===== src/rtl/core/ascd_pkg.sv =====
package ascd_pkg;

    localparam int ASCD_CHAIN_WORDS = 38;
    localparam int DAC_WORD = 34;
    localparam int UPC_W = 4;

    localparam logic [5:0] PIN_IDLE = 6'h20;
    localparam logic [5:0] PIN_ZERO = 6'h21;
    localparam logic [5:0] PIN_PHI2 = 6'h04;
    localparam logic [5:0] PIN_PHI1 = 6'h02;
    localparam logic [5:0] PIN_LOAD = 6'h28;
    localparam logic [31:0] DAC_KEEP = 32'h8000_001F;
    localparam logic [31:0] TOP_BIT = 32'h8000_0000;

    typedef struct packed {
        logic [2:0]  cmd;
        logic [10:0] bit_position;
        logic [4:0]  coarse_one;
        logic [4:0]  coarse_two;
        logic [4:0]  coarse_three;
        logic [4:0]  fine_tune;
        logic [4:0]  superfine_tune;
    } item_t;

    typedef struct packed {
        logic [5:0] drive_word;
        logic       read_bit;
        logic       busy_res;
        logic       rejected;
    } result_t;

    typedef enum logic [2:0] {
        CMD_TICK  = 3'd0,
        CMD_SET   = 3'd1,
        CMD_CLEAR = 3'd2,
        CMD_READ  = 3'd3,
        CMD_DAC   = 3'd4,
        CMD_SHIFT = 3'd5,
        CMD_LOAD  = 3'd6
    } cmd_t;

    typedef enum logic [3:0] {
        OP_NONE      = 4'd0,
        OP_ADVANCE   = 4'd1,
        OP_SET       = 4'd2,
        OP_CLEAR     = 4'd3,
        OP_CAPTURE   = 4'd4,
        OP_DAC       = 4'd5,
        OP_ARM_SHIFT = 4'd6,
        OP_ARM_LOAD  = 4'd7,
        OP_REJECT    = 4'd8
    } op_t;

    typedef enum logic [1:0] {
        COND_ALWAYS   = 2'd0,
        COND_ACCEPT   = 2'd1,
        COND_DISPATCH = 2'd2,
        COND_OUT_FREE = 2'd3
    } cond_t;

    typedef struct packed {
        logic             take;
        logic             rd;
        op_t              op;
        logic             emit;
        cond_t            cond;
        logic [UPC_W-1:0] target;
    } uword_t;

    typedef struct packed {
        logic       in_valid;
        logic [2:0] cmd;
        logic       busy;
        logic       pos_ok;
        logic       out_free;
    } status_t;

    localparam logic [UPC_W-1:0] UA_FETCH     = 4'd0;
    localparam logic [UPC_W-1:0] UA_READ      = 4'd1;
    localparam logic [UPC_W-1:0] UA_TICK      = 4'd2;
    localparam logic [UPC_W-1:0] UA_SET       = 4'd3;
    localparam logic [UPC_W-1:0] UA_CLEAR     = 4'd4;
    localparam logic [UPC_W-1:0] UA_RDBIT     = 4'd5;
    localparam logic [UPC_W-1:0] UA_DAC       = 4'd6;
    localparam logic [UPC_W-1:0] UA_ARM_SHIFT = 4'd7;
    localparam logic [UPC_W-1:0] UA_ARM_LOAD  = 4'd8;
    localparam logic [UPC_W-1:0] UA_REJECT    = 4'd9;
    localparam logic [UPC_W-1:0] UA_EMIT      = 4'd10;

    function automatic uword_t ucode(input logic [UPC_W-1:0] upc);
        uword_t w;
        w = '{take: 1'b0, rd: 1'b0, op: OP_NONE, emit: 1'b0,
              cond: COND_ALWAYS, target: UA_EMIT};
        unique case (upc)
            UA_FETCH: begin
                w.take = 1'b1;
                w.cond = COND_ACCEPT;
                w.target = UA_READ;
            end
            UA_READ: begin
                w.rd = 1'b1;
                w.cond = COND_DISPATCH;
            end
            UA_TICK:      w.op = OP_ADVANCE;
            UA_SET:       w.op = OP_SET;
            UA_CLEAR:     w.op = OP_CLEAR;
            UA_RDBIT:     w.op = OP_CAPTURE;
            UA_DAC:       w.op = OP_DAC;
            UA_ARM_SHIFT: w.op = OP_ARM_SHIFT;
            UA_ARM_LOAD:  w.op = OP_ARM_LOAD;
            UA_REJECT:    w.op = OP_REJECT;
            UA_EMIT: begin
                w.emit = 1'b1;
                w.cond = COND_OUT_FREE;
                w.target = UA_FETCH;
            end
            default:      w.target = UA_FETCH;
        endcase
        return w;
    endfunction

    function automatic logic [4:0] rev5(input logic [4:0] v);
        return {v[0], v[1], v[2], v[3], v[4]};
    endfunction

endpackage


===== src/rtl/core/ascd_ram.sv =====
module ascd_ram #(
    parameter int WIDTH = 32,
    parameter int DEPTH = 38,
    localparam int ADDR_W = (DEPTH > 1) ? $clog2(DEPTH) : 1
) (
    input  logic              aclk,
    input  logic              we,
    input  logic [ADDR_W-1:0] waddr,
    input  logic [WIDTH-1:0]  wdata,
    input  logic              re,
    input  logic [ADDR_W-1:0] raddr,
    output logic [WIDTH-1:0]  rdata
);

    logic [WIDTH-1:0] mem [DEPTH];
    logic [WIDTH-1:0] rdata_reg;

    always_ff @(posedge aclk) begin
        if (we) begin
            mem[waddr] <= wdata;
        end
        if (re) begin
            rdata_reg <= mem[raddr];
        end
    end

    assign rdata = rdata_reg;

endmodule


===== src/rtl/core/ascd_useq.sv =====
module ascd_useq
    import ascd_pkg::*;
#(
    parameter int CHAIN_WORDS = ASCD_CHAIN_WORDS
) (
    input  logic    aclk,
    input  logic    aresetn,
    input  status_t status,
    output uword_t  ctrl
);

    localparam logic DAC_OK = (CHAIN_WORDS > DAC_WORD);

    logic [UPC_W-1:0] upc_reg;
    logic [UPC_W-1:0] upc_next;
    logic [UPC_W-1:0] entry;

    assign ctrl = ucode(upc_reg);

    always_comb begin
        entry = UA_REJECT;
        if (status.cmd == CMD_TICK) begin
            entry = UA_TICK;
        end else if (!status.busy) begin
            unique case (status.cmd)
                CMD_SET:   entry = status.pos_ok ? UA_SET : UA_REJECT;
                CMD_CLEAR: entry = status.pos_ok ? UA_CLEAR : UA_REJECT;
                CMD_READ:  entry = status.pos_ok ? UA_RDBIT : UA_REJECT;
                CMD_DAC:   entry = DAC_OK ? UA_DAC : UA_REJECT;
                CMD_SHIFT: entry = UA_ARM_SHIFT;
                CMD_LOAD:  entry = UA_ARM_LOAD;
                default:   entry = UA_REJECT;
            endcase
        end
    end

    always_comb begin
        upc_next = upc_reg;
        unique case (ctrl.cond)
            COND_ALWAYS:   upc_next = ctrl.target;
            COND_ACCEPT:   upc_next = status.in_valid ? ctrl.target : upc_reg;
            COND_DISPATCH: upc_next = entry;
            COND_OUT_FREE: upc_next = status.out_free ? ctrl.target : upc_reg;
            default:       upc_next = UA_FETCH;
        endcase
    end

    always_ff @(posedge aclk) begin
        if (!aresetn) begin
            upc_reg <= UA_FETCH;
        end else begin
            upc_reg <= upc_next;
        end
    end

endmodule


===== src/rtl/core/ascd_datapath.sv =====
module ascd_datapath
    import ascd_pkg::*;
#(
    parameter int CHAIN_WORDS = ASCD_CHAIN_WORDS
) (
    input  logic    aclk,
    input  logic    aresetn,
    input  uword_t  ctrl,
    output status_t status,
    input  logic    s_valid,
    input  item_t   s_item,
    output logic    m_valid,
    input  logic    m_ready,
    output result_t m_result
);

    localparam int WADDR_W = (CHAIN_WORDS > 1) ? $clog2(CHAIN_WORDS) : 1;
    localparam logic [11:0] TOTAL = 12'(CHAIN_WORDS * 32);
    localparam logic [10:0] TOP_POS = 11'(CHAIN_WORDS * 32 - 1);
    localparam logic [WADDR_W-1:0] DAC_ADDR = WADDR_W'(DAC_WORD);
    localparam logic [WADDR_W:0] DEPTH_LIM = (WADDR_W + 1)'(CHAIN_WORDS);

    typedef enum logic [2:0] {
        MODE_IDLE  = 3'b001,
        MODE_SHIFT = 3'b010,
        MODE_LOAD  = 3'b100
    } mode_t;

    item_t             item_reg;
    logic [WADDR_W-1:0] addr_reg;
    logic [WADDR_W-1:0] raddr;
    logic              rd_valid_reg;
    logic [CHAIN_WORDS-1:0] valid_reg;
    logic [31:0]       rd_data;
    logic [31:0]       image_word;
    logic [31:0]       bit_mask;
    logic [31:0]       wdata;
    logic              we;
    logic              raddr_ok;

    mode_t       mode_reg, mode_next;
    logic [2:0]  phase_reg, phase_next;
    logic [10:0] shift_idx_reg, shift_idx_next;
    logic [5:0]  pin_reg, pin_next;
    logic [5:0]  base;
    logic        read_bit_reg, read_bit_next;
    logic        rej_reg, rej_next;
    logic        m_valid_reg;
    result_t     result_reg;
    logic        out_free;
    logic        accept;

    assign accept = s_valid && ctrl.take;
    assign out_free = !m_valid_reg || m_ready;

    assign status.in_valid = s_valid;
    assign status.cmd = item_reg.cmd;
    assign status.busy = (mode_reg != MODE_IDLE);
    assign status.pos_ok = ({1'b0, item_reg.bit_position} < TOTAL);
    assign status.out_free = out_free;

    always_comb begin
        if (item_reg.cmd == CMD_TICK) begin
            raddr = WADDR_W'(shift_idx_reg[10:5]);
        end else if (item_reg.cmd == CMD_DAC) begin
            raddr = DAC_ADDR;
        end else begin
            raddr = WADDR_W'(item_reg.bit_position[10:5]);
        end
    end

    assign raddr_ok = ({1'b0, raddr} < DEPTH_LIM);

    ascd_ram #(
        .WIDTH(32),
        .DEPTH(CHAIN_WORDS)
    ) u_image (
        .aclk  (aclk),
        .we    (we),
        .waddr (addr_reg),
        .wdata (wdata),
        .re    (ctrl.rd),
        .raddr (raddr),
        .rdata (rd_data)
    );

    assign image_word = rd_valid_reg ? rd_data : 32'h0;
    assign bit_mask = TOP_BIT >> item_reg.bit_position[4:0];
    assign base = image_word[~shift_idx_reg[4:0]] ? PIN_IDLE : PIN_ZERO;

    always_comb begin
        we = 1'b0;
        wdata = image_word;
        mode_next = mode_reg;
        phase_next = phase_reg;
        shift_idx_next = shift_idx_reg;
        pin_next = pin_reg;
        read_bit_next = read_bit_reg;
        rej_next = rej_reg;
        if (accept) begin
            read_bit_next = 1'b0;
            rej_next = 1'b0;
        end
        unique case (ctrl.op)
            OP_NONE: begin
            end
            OP_ADVANCE: begin
                if (mode_reg == MODE_SHIFT) begin
                    unique case (phase_reg)
                        3'd2:    pin_next = base | PIN_PHI2;
                        3'd4:    pin_next = base | PIN_PHI1;
                        default: pin_next = base;
                    endcase
                    if (phase_reg >= 3'd4) begin
                        phase_next = 3'd0;
                        if (shift_idx_reg == 11'd0) begin
                            mode_next = MODE_IDLE;
                        end else begin
                            shift_idx_next = shift_idx_reg - 11'd1;
                        end
                    end else begin
                        phase_next = phase_reg + 3'd1;
                    end
                end else if (mode_reg == MODE_LOAD) begin
                    if (phase_reg == 3'd0) begin
                        pin_next = PIN_LOAD;
                        phase_next = 3'd1;
                    end else begin
                        pin_next = PIN_IDLE;
                        phase_next = 3'd0;
                        mode_next = MODE_IDLE;
                    end
                end
            end
            OP_SET: begin
                we = 1'b1;
                wdata = image_word | bit_mask;
            end
            OP_CLEAR: begin
                we = 1'b1;
                wdata = image_word & ~bit_mask;
            end
            OP_CAPTURE: begin
                read_bit_next = |(image_word & bit_mask);
            end
            OP_DAC: begin
                we = 1'b1;
                wdata = (image_word & DAC_KEEP)
                      | {1'b0, rev5(item_reg.coarse_one), rev5(item_reg.coarse_two),
                         rev5(item_reg.coarse_three), rev5(item_reg.fine_tune),
                         rev5(item_reg.superfine_tune), 1'b1, 5'b0};
            end
            OP_ARM_SHIFT: begin
                mode_next = MODE_SHIFT;
                shift_idx_next = TOP_POS;
                phase_next = 3'd0;
            end
            OP_ARM_LOAD: begin
                mode_next = MODE_LOAD;
                phase_next = 3'd0;
            end
            OP_REJECT: begin
                rej_next = 1'b1;
            end
            default: begin
            end
        endcase
    end

    always_ff @(posedge aclk) begin
        if (accept) begin
            item_reg <= s_item;
        end
        if (ctrl.rd) begin
            addr_reg <= raddr;
        end
        if (ctrl.emit && out_free) begin
            result_reg.drive_word <= pin_reg;
            result_reg.read_bit <= read_bit_reg;
            result_reg.busy_res <= (mode_reg != MODE_IDLE);
            result_reg.rejected <= rej_reg;
        end
    end

    always_ff @(posedge aclk) begin
        if (!aresetn) begin
            valid_reg <= '0;
            rd_valid_reg <= 1'b0;
            mode_reg <= MODE_IDLE;
            phase_reg <= 3'd0;
            shift_idx_reg <= 11'd0;
            pin_reg <= PIN_IDLE;
            read_bit_reg <= 1'b0;
            rej_reg <= 1'b0;
            m_valid_reg <= 1'b0;
        end else begin
            if (we) begin
                valid_reg[addr_reg] <= 1'b1;
            end
            if (ctrl.rd) begin
                rd_valid_reg <= raddr_ok && valid_reg[raddr];
            end
            mode_reg <= mode_next;
            phase_reg <= phase_next;
            shift_idx_reg <= shift_idx_next;
            pin_reg <= pin_next;
            read_bit_reg <= read_bit_next;
            rej_reg <= rej_next;
            if (ctrl.emit && out_free) begin
                m_valid_reg <= 1'b1;
            end else if (m_ready) begin
                m_valid_reg <= 1'b0;
            end
        end
    end

    assign m_valid = m_valid_reg;
    assign m_result = result_reg;

endmodule


===== src/rtl/core/analog_scan_chain_driver.sv =====
// Drives an analog scan chain from a 32-bit-word image of CHAIN_WORDS words held in a
// small RAM (chain position p is word p/32, bit 31 - p mod 32) and cleared at reset by
// per-word valid bits, so no clearing pass is needed. Every transfer gives exactly one
// result transfer. Each transfer runs a short microprogram of four steps: take the
// transfer, read one image word, apply the command, and load the output register; the
// output register is loaded only once the result side is free, and no new transfer is
// taken before the result of the last one has been loaded, so one image read is made per item.
// A tick advances a running shift or load sequence by one pin phase; a shift takes five
// ticks per chain bit and a load takes two.
module analog_scan_chain_driver
    import ascd_pkg::*;
#(
    parameter int CHAIN_WORDS = ASCD_CHAIN_WORDS
) (
    input  logic    aclk,
    input  logic    aresetn,
    input  logic    s_valid,
    output logic    s_ready,
    input  item_t   s_item,
    output logic    m_valid,
    input  logic    m_ready,
    output result_t m_result
);

    uword_t  ctrl;
    status_t status;

    ascd_useq #(
        .CHAIN_WORDS(CHAIN_WORDS)
    ) u_useq (
        .aclk    (aclk),
        .aresetn (aresetn),
        .status  (status),
        .ctrl    (ctrl)
    );

    ascd_datapath #(
        .CHAIN_WORDS(CHAIN_WORDS)
    ) u_datapath (
        .aclk     (aclk),
        .aresetn  (aresetn),
        .ctrl     (ctrl),
        .status   (status),
        .s_valid  (s_valid),
        .s_item   (s_item),
        .m_valid  (m_valid),
        .m_ready  (m_ready),
        .m_result (m_result)
    );

    assign s_ready = ctrl.take;

endmodule


===== config.mk =====
export PLATFORM = sky130hd
export DESIGN_NAME = analog_scan_chain_driver
export DESIGN_NICKNAME = d
export VERILOG_FILES = /design/src/rtl/core/ascd_pkg.sv /design/src/rtl/core/ascd_ram.sv /design/src/rtl/core/ascd_useq.sv /design/src/rtl/core/ascd_datapath.sv /design/src/rtl/core/analog_scan_chain_driver.sv
export SDC_FILE = /design/constraint.sdc
export NUM_CORES = 2
export LEC_CHECK = 0
export BUFFER_PORTS_ARGS = -buffer_cell sky130_fd_sc_hd__buf_2
export CAP_MARGIN = 10
export CORE_MARGIN = 2
export CORE_UTILIZATION = 52
export CTS_CLUSTER_DIAMETER = 100
export DETAILED_ROUTE_END_ITERATION = 8
export PLACE_DENSITY = 0.7
export SLEW_MARGIN = 20
export SYNTH_ARGS = -nofsm -noshare
export SYNTH_HDL_FRONTEND = slang
export SYNTH_SLANG_ARGS = --single-unit

===== constraint.sdc =====
create_clock -name aclk -period 4.05 [get_ports aclk]
set_input_delay 0.405 -clock aclk [delete_from_list [all_inputs] [get_ports aclk]]
set_output_delay 0.405 -clock aclk [all_outputs]
set_load 0.03 [all_outputs]

# Yosys cells after proc, flatten, opt, wreduce, memory -nomap -nowiden
# Memories as Yosys holds them, arrays and structs flattened. A register that Yosys moved wholly into a read port is not among the register bits.
# Index checks and enable logic that the tools add are counted.
[classes]
n_reduce_logical = 27
n_mux = 53
n_lt_le_gt_ge = 7
n_addsub = 2
n_eq_ne = 41
bitwise = 7
shifts = 1
[op_table]
columns = ["cell", "count"]
rows = [
  ["one-hot mux 32 bit (3 select lines)", 1],
  ["bitwise AND 32 bit", 2],
  ["bitwise OR 38 bit", 1],
  ["2-to-1 mux 11 bit", 3],
  ["equality test 4 x 3 -> 1 bit, second input constant", 8],
  ["2-to-1 mux 32 bit", 1],
  ["2-to-1 mux 4 bit", 8],
  ["NOT 32 bit", 1],
  ["bitwise OR 32 x 31 -> 32 bit", 1],
  ["bitwise OR 32 bit", 1],
  ["one-hot mux 4 bit (8 select lines)", 1],
  ["OR reduction 32 bit", 1],
  ["right shift 32 x 5 -> 32 bit, first input constant", 1],
  ["2-to-1 mux 3 bit", 8],
  ["2-to-1 mux 6 bit", 4],
  ["one-hot mux 4 bit (6 select lines)", 1],
  ["one-hot mux 11 bit (2 select lines)", 1],
  ["equality test 4 x 2 -> 1 bit, second input constant", 4],
  ["equality test 4 bit, second input constant", 4],
  ["2-to-1 mux 1 bit", 16],
  ["one-hot mux 4 bit (4 select lines)", 1],
  ["equality test 3 bit, second input constant", 5],
  ["less-than comparator 6 x 7 -> 1 bit, second input constant", 2],
  ["equality test 3 x 2 -> 1 bit, second input constant", 4],
  ["other kinds (39)", 58],
]
[totals]
wordCells = 161
mem_bits_rw = 1216
n_memories = 1
reg_bits = 123
input_bits = 43
[mem_list]
columns = ["name", "words", "width", "rd", "rd_ports_with_merged_regs", "write_ports", "line_no", "rtl"]
rows = [
  ["u_datapath.u_image.mem", 38, 32, 1, 1, 1, "ascd_ram.sv:15", "logic [WIDTH-1:0] mem [DEPTH];"],
]

# Logic depth before layout (Yosys ltp)
[depth]
ltp_word = 7
mapped_depth = 13
mapped_depth_nobuf = 8

# By module
# Synthesis repeated with hierarchy kept, for this count alone.
[hier_totals]
cells_unflattened = 3223
hier_area_um2 = 55155.4
[modules_own_cells]
columns = ["mod", "instances", "area_per_inst_um2", "cells_each", "seq_area_each_um2"]
rows = [
  ["ascd_ram", 1, 48398.9, 2496, 37475.9],
  ["ascd_datapath", 1, 6331.1, 667, 2822.7],
  ["ascd_useq", 1, 425.4, 60, 80.1],
]

# Worst setup path before layout
# No wires, ideal clock.
[synth_timing]
path_kind = "register to register"
startpoint = "reg u_useq.upc_reg[3]"
endpoint = "reg u_datapath.rd_valid_reg"
path_stages_with_launch = 6
t_arrival_ns = 4.410
setup_ns = 0.084
path_slack_ns = -0.444
cell_sequence = "dfxtp_1 -> clkbuf_1 -> nor3_1 -> o21ai_0 -> or4_1 -> o31ai_2"
[synth_between]
elab_chain_cells = 2
[synth_rtl]
columns = ["item", "line_no", "rtl"]
rows = [
  ["start: declaration", "ascd_useq.sv:14", "logic [UPC_W-1:0] upc_reg;"],
  ["start signal: assignment", "ascd_useq.sv:52", "upc_reg <= upc_next;"],
  ["equality test 4 x 1 -> 1 bit", "ascd_pkg.sv:94", "unique case (upc)"],
  ["2-to-1 mux 1 bit", "ascd_pkg.sv:94", ""],
  ["end signal: assignment", "ascd_datapath.sv:201", "rd_valid_reg <= raddr_ok && valid_reg[raddr];"],
  ["end: declaration", "ascd_datapath.sv:32", "logic rd_valid_reg;"],
]
# No other way between the ends.
# A chain may end at the register's enable or synchronous reset.

# Worst setup path after layout
[layout_timing]
startpoint = "reg u_datapath.item_reg, in the netlist u_datapath.status[5]"
endpoint = "reg u_datapath.u_image.rdata_reg[14] (netlist: u_datapath.u_image.rdata[14]) (read register of u_datapath.u_image.mem) (data pin)"
[layout_between]
elab_chain_cells = 3
word_cells_on_any_way = 4
classes_between = "eq/ne (1); mux (2); reduce/logical (1)"
[layout_rtl]
columns = ["item", "line_no", "rtl"]
rows = [
  ["start: declaration", "ascd_datapath.sv:29", "item_t item_reg;"],
  ["start signal: assignment", "ascd_datapath.sv:172", "item_reg <= s_item;"],
  ["equality test 3 bit", "ascd_datapath.sv:65", "end else if (item_reg.cmd == CMD_DAC) begin"],
  ["2-to-1 mux 6 bit", "ascd_datapath.sv:65", ""],
  ["2-to-1 mux 6 bit (*)", "ascd_datapath.sv:63", "if (item_reg.cmd == CMD_TICK) begin"],
  ["end: declaration", "ascd_ram.sv:16", "logic [WIDTH-1:0] rdata_reg;"],
]
# Mark *: on every way between the ends. The rest lies on a longest branch, timed or not.

==> impl_metrics.json <==
{
  "worst-setup-path-type": "reg2reg",
  "gr-usage-met1": 0.3900,
  "largest_reg_flops": 1216,
  "internal-power_mw": 26.50,
  "groute.layer.met2.usage": 0.4421,
  "netlist_instances": 3742,
  "cp.arrival_ns": 4.27,
  "die_w_um": 327.5,
  "vias_per_cell": 6.448,
  "yosys.area.top_type_share": 0.7173,
  "min-delay-start": "aresetn",
  "synth.cell_area_sq_um": 54430,
  "drtIter0Drc": 4909,
  "clockBufferDepth": 3,
  "grt_pass1_vias": 33300,
  "vias": 34760,
  "seqCellArea_sq_um": 40380,
  "coreArea_sq_um": 103600,
  "clkSlewWorstSetupHoldPaths_ns": 0.06,
  "worstSkewPairLatency_ns": 0.76,
  "avgSynthCellArea_sq_um": 14.54,
  "r2r_cells": 9,
  "synth_fp_nets": 3790,
  "antennaDiodeCount": 0,
  "port_buffers": 51,
  "startpoint": "u_datapath.status[5]$_DFFE_PP_",
  "cp_data_required_time_ns": 4.52,
  "die-area_sq_um": 107300,
  "powerDensity_nw_per_um2": 619.4,
  "worst_slew_pin_slew_ns": 1.164,
  "ys.flop_type": "edfxtp_1",
  "period_share": 0.9375,
  "synth_edf_count": 1300,
  "p_leak_nw": 20.86,
  "setup_viol_count_final": 0,
  "fmax_mhz": 263.4,
  "grt_pass1_wl_um": 221600,
  "ys_types": 67,
  "dp_hpwl_um": 87880,
  "start_kind": "flip-flop",
  "status": "completed",
  "areaGrowthSynthToFinish_pct": 14.54,
  "clkSinkCount": 1367,
  "cts_tree": "yes",
  "dp_cells": 5108,
  "clock_power_share": 0.317,
  "slew_violations": 0,
  "grt_max_degree": 69,
  "swShare": 0.3138,
  "yosysTopAreaCell": "edfxtp_1",
  "hold_viol_final": 0,
  "rows": 118,
  "antenna_left": 0,
  "cts_buffers": 135,
  "multi_input_area_sq_um": 13160,
  "yosysSeqAreaShare": 0.7419,
  "fin_total_pwr_mw": 38.61,
  "use_met3": 0.05099,
  "drive_above_1_share": 0.1414,
  "rsz0062_at_grt": "false",
  "synth_warnings": 0,
  "hp-class": "in2reg",
  "endpoint_kind": "flip-flop",
  "layoutNonFillerInstCount": 5391,
  "wirelength_um": 151700,
  "r2r_end": "u_datapath.u_image.rdata[14]$_DFFE_PP_",
  "mostFrequentLayoutCells": "edfxtp_1 (1300), nand2_1 (871), mux2i_1 (234)",
  "grt_overflow": 0,
  "crit_path_max_fanout": 63,
  "async_flop_share": 0,
  "cts_resized": 0,
  "holdPathEnd": "u_datapath.rd_valid_reg$_SDFFE_PN0P_",
  "die_y_um": 327.5,
  "grtUsageTotal": 0.2814,
  "layout.nets": 3954,
  "holdPathStages": 4,
  "power_frac_seq": 0.445,
  "clockRootBuffer": "clkbuf_16",
  "min_period_ns": 3.797,
  "gp_congestion": 0.9130,
  "synth_area_leaders": "edfxtp_1 (72%), nand2_1 (6.0%), mux2i_1 (4.3%), a32oi_1 (3.7%), dfxtp_1 (2.5%)",
  "layout_commonest_cell": "edfxtp_1",
  "htreeDepth": 4,
  "drcViolationCount": 0,
  "relSlewSlack": 0.2240,
  "nFillCells": 7626,
  "drtPass1Iterations": 8,
  "busiest_layer": "met2",
  "antenna_found_initial": 1,
  "peakVddDrop_v": 0.0006955,
  "r2r_setup_slack_ns": 0.25,
  "postCtsSetupRepairBufs": 0,
  "placed_cell_area_sq_um": 57610,
  "skew_ns": 0.02718,
  "p_comb_frac": 0.238,
  "power.switching_mw": 12.12,
  "postCtsHoldBufs": 41,
  "tns_ns": 0,
  "ios": 54,
  "initial_utilization": 0.5251,
  "r2r_start": "u_datapath.status[5]$_DFFE_PP_",
  "synth_seq_cells": 1367,
  "avgRoutedWirePerCell_um": 28.14,
  "final_area_sq_um": 62340,
  "drv_cap": 0
}
how the worst max path moves through the flow:
stage	slack (ns)	to
floorplan	0.54	u_datapath.u_image.mem[25][0]$_DFFE_PP_
global placement	0.42	u_datapath.u_image.rdata[14]$_DFFE_PP_
detailed placement	0.36	u_datapath.u_image.rdata[14]$_DFFE_PP_
CTS	0.33	u_datapath.u_image.rdata[25]$_DFFE_PP_
global route	0.15	u_datapath.u_image.rdata[21]$_DFFE_PP_
finish	0.25	u_datapath.u_image.rdata[14]$_DFFE_PP_
layer usage:
| metal | routed length, um | up-vias |
|---|---|---|
| met1 | 58930 | 17460 |
| met5 | 13 | - |
| li1 | - | 14710 |
| met2 | 70710 | 2235 |
| met4 | 6065 | 2 |
| met3 | 15960 | 359 |
layout make-up:
type                            count  area share
Sequential cell                  1367      0.6477
Multi-Input combinational cell   2099      0.2111
Clock buffer                      171     0.05803
Timing Repair Buffer              287     0.04299
Tap cell                         1380     0.02770
Clock inverter                     71     0.01120
Inverter                           16    0.001224
cell families after synthesis:
group | Yosys count | synth area share
AO/OA/AOI/OAI | 686 | 0.09609
XOR/XNOR | 9 | 0.001448
adder cells (fa/ha/maj) | 5 | 0.001149
buffers and inverters | 276 | 0.02455
flip-flops | 1367 | 0.7419
multiplexers | 247 | 0.04759
other | 2 | 0.0001380
AND/OR/NAND/NOR | 1150 | 0.08713
metrics by stage:
step                hold WS [ns]  setup WS (ns)  utilization
floorplan                 0.4081         0.5360            -
global placement          0.4209         0.4193       0.5558
detailed placement        0.4244         0.3613       0.5559
CTS                       0.1066         0.3264       0.6015
global route              0.1556         0.1464       0.6015
finish                    0.1832         0.2530       0.6015
worst max-delay path: stages, from the launching register on:
cell	delay, ns
edfxtp_1	0.55
or4b_1	0.57
and2_4	0.31
inv_16	0.35
buf_4	0.30
mux2i_1	0.24
a32oi_1	0.09
a31o_2	0.28
a31oi_1	0.59
o41ai_2	0.17
Yosys cell counts, drive strengths merged (3+ instances only):
master,n
nor3b,6
a31o,32
o41ai,32
or4b,3
xor2,3
nand4,5
a22oi,12
nor4,7
and3,38
a31oi,71
nand2,873
o311ai,3
a32oi,229
ha,5
nor2b,15
a211oi,3
nand3,84
inv,15
o31ai,3
xnor2,6
nor3,12
o211ai,45
mux4,9
dfxtp,67
a21oi,111
nor2,77
mux2i,234
or2,3
a311oi,38
nand2b,6
or3,3
a21boi,5
clkbuf,159
buf,101
or3b,3
o21ai,52
o21a,44
mux2,4
edfxtp,1300
and2,7
power by group through the flow:
stage / Clock (mW) / Sequential [mW] / Combinational [mW]
final: 12.2 / 17.2 / 9.19
after global routing: 12.9 / 17.2 / 9.71
after global placement: 0 / 17.4 / 8.78
after CTS: 12.3 / 17.2 / 9.02
after detailed placement: 0 / 17.4 / 8.94
after floorplan: 0 / 17.3 / 5.62
Note: power is estimated with default switching activity, not from simulation.
